`src/hw/rtl/stbs_pkg.sv`:
```
// Shared definitions for the sorted table binary search block.
// Holds the command codes and the controller to datapath command and status structs.
// No dependencies.
`default_nettype none

package stbs_pkg;

   // Kind of an input beat, carried on req_tuser.
   localparam logic CMD_WRITE  = 1'b0;
   localparam logic CMD_SEARCH = 1'b1;

   // Commands from the controller to the datapath.
   typedef struct packed {
      logic wr;      // Store the accepted beat's value in the table.
      logic start;   // Latch the key and set the bounds to the first table_length entries.
      logic probe;   // Take the next bounds and read the table at their midpoint.
      logic narrow;  // Next bounds come from the last compare, not the current bounds.
      logic finish;  // Load the result register.
      logic hit;     // Result is a match at the current midpoint.
   } dp_cmd_type;

   // Status from the datapath to the controller.
   typedef struct packed {
      logic hit;         // Key equals the entry read at the current midpoint.
      logic next_empty;  // The next bounds enclose no entry.
      logic rsp_free;    // The result register can take a result this cycle.
   } dp_status_type;

endpackage

`default_nettype wire

```
`src/hw/rtl/stbs_ctrl.sv`:
```
// Controller of the sorted table binary search block: accepts beats and sequences the probes.
// Depends on stbs_pkg for command codes and the command and status structs.
`default_nettype none

module stbs_ctrl (
   input  wire                         clock,
   input  wire                         reset,
   input  wire                         req_tvalid,
   input  wire                         req_cmd,
   output logic                        req_tready,
   input  stbs_pkg::dp_status_type     status,
   output stbs_pkg::dp_cmd_type        cmd
);

   localparam logic [1:0] ST_IDLE  = 2'd0;
   localparam logic [1:0] ST_LOAD  = 2'd1;
   localparam logic [1:0] ST_PROBE = 2'd2;

   logic [1:0] state_ff, state_in;
   logic       accept;

   assign req_tready = (state_ff == ST_IDLE);
   assign accept     = req_tvalid && req_tready;

   always_comb begin
      state_in = state_ff;
      cmd      = '0;
      case (state_ff)
         ST_IDLE: begin
            if (accept) begin
               if (req_cmd == stbs_pkg::CMD_SEARCH) begin
                  cmd.start = 1'b1;
                  state_in  = ST_LOAD;
               end else begin
                  cmd.wr = 1'b1;
               end
            end
         end
         ST_LOAD: begin
            // The result register must be free before a result is loaded; otherwise wait here.
            if (status.next_empty) begin
               if (status.rsp_free) begin
                  cmd.finish = 1'b1;
                  state_in   = ST_IDLE;
               end
            end else begin
               cmd.probe = 1'b1;
               state_in  = ST_PROBE;
            end
         end
         ST_PROBE: begin
            cmd.narrow = 1'b1;
            if (status.hit || status.next_empty) begin
               if (status.rsp_free) begin
                  cmd.finish = 1'b1;
                  cmd.hit    = status.hit;
                  state_in   = ST_IDLE;
               end
            end else begin
               cmd.probe = 1'b1;
            end
         end
         default: begin
            state_in = ST_IDLE;
         end
      endcase
   end

   always_ff @(posedge clock) begin
      if (reset) begin
         state_ff <= ST_IDLE;
      end else begin
         state_ff <= state_in;
      end
   end

   a_finish_not_probe : assert property (@(posedge clock) disable iff (reset)
      !(cmd.finish && cmd.probe))
      else $error("finish and probe in the same cycle");

   a_start_only_idle : assert property (@(posedge clock) disable iff (reset)
      (cmd.start || cmd.wr) |-> (state_ff == ST_IDLE && req_tvalid))
      else $error("beat taken outside idle");

   a_idle_after_finish : assert property (@(posedge clock) disable iff (reset)
      ((state_ff == ST_IDLE) && ($past(state_ff) != ST_IDLE) && !$past(reset))
         |-> $past(cmd.finish))
      else $error("search ended without a result");

endmodule

`default_nettype wire

```
`config.mk`:
```
export PLATFORM = sky130hd
export DESIGN_NAME = stbs_ctrl
export DESIGN_NICKNAME = d
export VERILOG_FILES = /design/src/hw/rtl/stbs_pkg.sv /design/src/hw/rtl/stbs_ctrl.sv
export SDC_FILE = /design/constraint.sdc
export NUM_CORES = 1
export LEC_CHECK = 0
export ABC_AREA = 1
export BUFFER_PORTS_ARGS = -buffer_cell sky130_fd_sc_hd__buf_2
export CAP_MARGIN = 20
export CORE_AREA = 5 5 42 44
export CTS_CLUSTER_DIAMETER = 60
export DETAILED_ROUTE_END_ITERATION = 8
export DIE_AREA = 0 0 47 49
export SYNTH_ARGS = -nofsm -noshare
export SYNTH_HDL_FRONTEND = slang
export SYNTH_SLANG_ARGS = --single-unit
```
`constraint.sdc`:
```
create_clock -name clock -period 1.75 [get_ports clock]
set_input_delay 0.0875 -clock clock [delete_from_list [all_inputs] [get_ports clock]]
set_output_delay 0.0875 -clock clock [all_outputs]
set_load 0.02 [all_outputs]
```
==> flow_metrics.tcl <==
set metrics [dict create \
    crit_path_start_kind "flip-flop" \
    ios 14 \
    placed_cell_area_um2 342 \
    start_util_pct 18.3 \
    synthTopCellsByArea "ha_1 (20%), nand2_1 (19%), dfxtp_1 (16%), inv_1 (12%), nand2_2 (7.3%)" \
    synth-edff-count 0 \
    layout.nets 72 \
    cts_tree "yes" \
    die_y_um 49 \
    startpoint "state_ff[0]" \
    grt_antenna_before_repair 0 \
    clock-sinks 2 \
    drt_wl_total_um 575 \
    core-area_um2 1400 \
    hold_violations 0 \
    num_vias 287 \
    drt-vias-per-instance 3.83 \
    area_growth_pct 42.0 \
    power.density_nw_per_um2 651 \
    drtIter0Drc 1 \
    dieArea_um2 2300 \
    regArea_um2 40.0 \
    worst_pin_slew_ps 216 \
    grt_max_degree 6 \
    holdCritStartpoint "reset" \
    port-buffer-count 13 \
    crit_fanout 4 \
    min-delay-path-class "in2reg" \
    synth.most_common_cell "nand2_1" \
    gp_congestion 0.836 \
    grt.total_usage_pct 5.90 \
    clock_latency_ps 220 \
    cts_setup_buffers 0 \
    numCtsBuffers 3 \
    rows 14 \
    synth_top_cell_area_share_pct 19.5 \
    drive_above_1_share_pct 39.0 \
    ys_async_sr_fraction_pct 0 \
    syn_area_um2 256 \
    regMostFlops "state_ff" \
    h-tree-depth 1 \
    syn_nets 54 \
    irDropWorstVdd_uv 160 \
    drcViolationCount 0 \
    die_w_um 47 \
    maxCapViolCount 0 \
    outcome "completed" \
    synth_area_per_cell_um2 5.97 \
    cp-end-kind "output port" \
    grt_pass1_wl_um 952 \
    seq_area_frac_synth_pct 15.6 \
    finalSetupTns_ps 0 \
    synth-seq-cells 2 \
    max-slew-margin-rel_pct 85.5 \
    final_area_um2 364 \
    antenna-diode-count 0 \
    grt_pass1_vias 271 \
    setup_slack_ps 189 \
    grt.overflow.total 0 \
    ys_warn_count 0 \
    largest_reg_flops 2 \
    worstPathArrival_ps 1470 \
    cts-root-buf "clkbuf_4" \
    yosysTopAreaCell "ha_1" \
    final_max_slew_viol_count 0 \
    clk_pin_slew_worst_paths_ps 30 \
    post-route-min-period_ps 1560 \
    ys.flop_type "dfxtp_1" \
    first_pass_iters 2 \
    place_ws_ps 433 \
    multi_input_area_um2 183 \
    finalCritPeriodShare_pct 89.2 \
    wire_per_inst_um 7.67 \
    ys_types 12 \
    reg2reg_from "state_ff[0]" \
    rsz0062_at_grt "no" \
    synthCells 43 \
    ctsResizeCount 0 \
    critPathRequiredTime_ps 1660 \
    post-dp-hpwl_um 501 \
    fin_skew_ps 0.167 \
    setup_viol 0 \
    top_regs "state_ff x2" \
    hold_ws_ps 43.6 \
    finalPower_mw 0.237 \
    p_leak_nw 0.205 \
    path_class "reg2out" \
    detail-route-antenna-nets 0 \
    synthTopCellsByCount "nand2_1 (13), inv_1 (8), ha_1 (4), nor2_1 (4)" \
    max_freq_ghz 0.641 \
    clk_path_buf_depth 2 \
    nFillCells 166 \
    cts_hold_buffers 0 \
]
[cells in the final DEF, fill, tap and decap left out]
cell type / count
dfxtp_1: 2
nor4_1: 1
nand3_1: 1
nor2_1: 4
ha_1: 4
buf_2: 13
nand2_2: 3
clkbuf_4: 3
nor2_2: 2
a21oi_1: 3
a21boi_2: 1
nand2_1: 13
inv_1: 8
inv_2: 1
[cell type report]
| cell class | instances | area share (%) |
|---|---|---|
| clock buffer | 3 | 6.19 |
| inverter | 9 | 9.28 |
| multi-input combinational | 32 | 50.2 |
| sequential | 2 | 11.0 |
| tap | 16 | 5.50 |
| timing repair buffer | 13 | 17.9 |
[path summary, 6_finish.rpt]
check,cells past startpoint,end,slack (ps)
setup reg to reg,7,state_ff[1],510
setup / recovery,5,cmd[1],190
hold reg to reg,2,state_ff[0],510
hold / removal,2,state_ff[1],40
[per-layer routing]
layer	global-route usage (%)	vias up	wire length (um)
li1	-	164	-
met3	2.58	0	43
met2	8.14	5	289
met4	6.45	0	0
met1	5.90	118	242
met5	0	-	0
[kinds of logic after synthesis]
kind of cell               after synthesis  share of synthesized area (%)
DFF                                      2                           15.6
buffers and inverters                    9                           13.2
adders and majority gates                4                           19.5
AOI/OAI and AO/OA                        4                           10.2
and+or+nand+nor                         24                           41.5
[power breakdown]
group	internal [mW]	total (mW)	switching (mW)
Combinational	0.0315	0.0831	0.0516
Clock	0.0755	0.100	0.0248
Sequential	0.0497	0.0536	0.00394
[metrics by stage]
step	util, %	instances
finish	26.0	75
global placement	24.4	72
global route	26.0	75
detailed placement	24.4	72
CTS	26.0	75
floorplan	-	43
[worst max-delay path, cell delays in order, from the launching register on]
cell and delay (ps):
dfxtp_1 370, inv_1 100, ha_1 290, inv_1 50
nor4_1 240, buf_2 210
No activity file was read; power rests on OpenSTA's default activity.
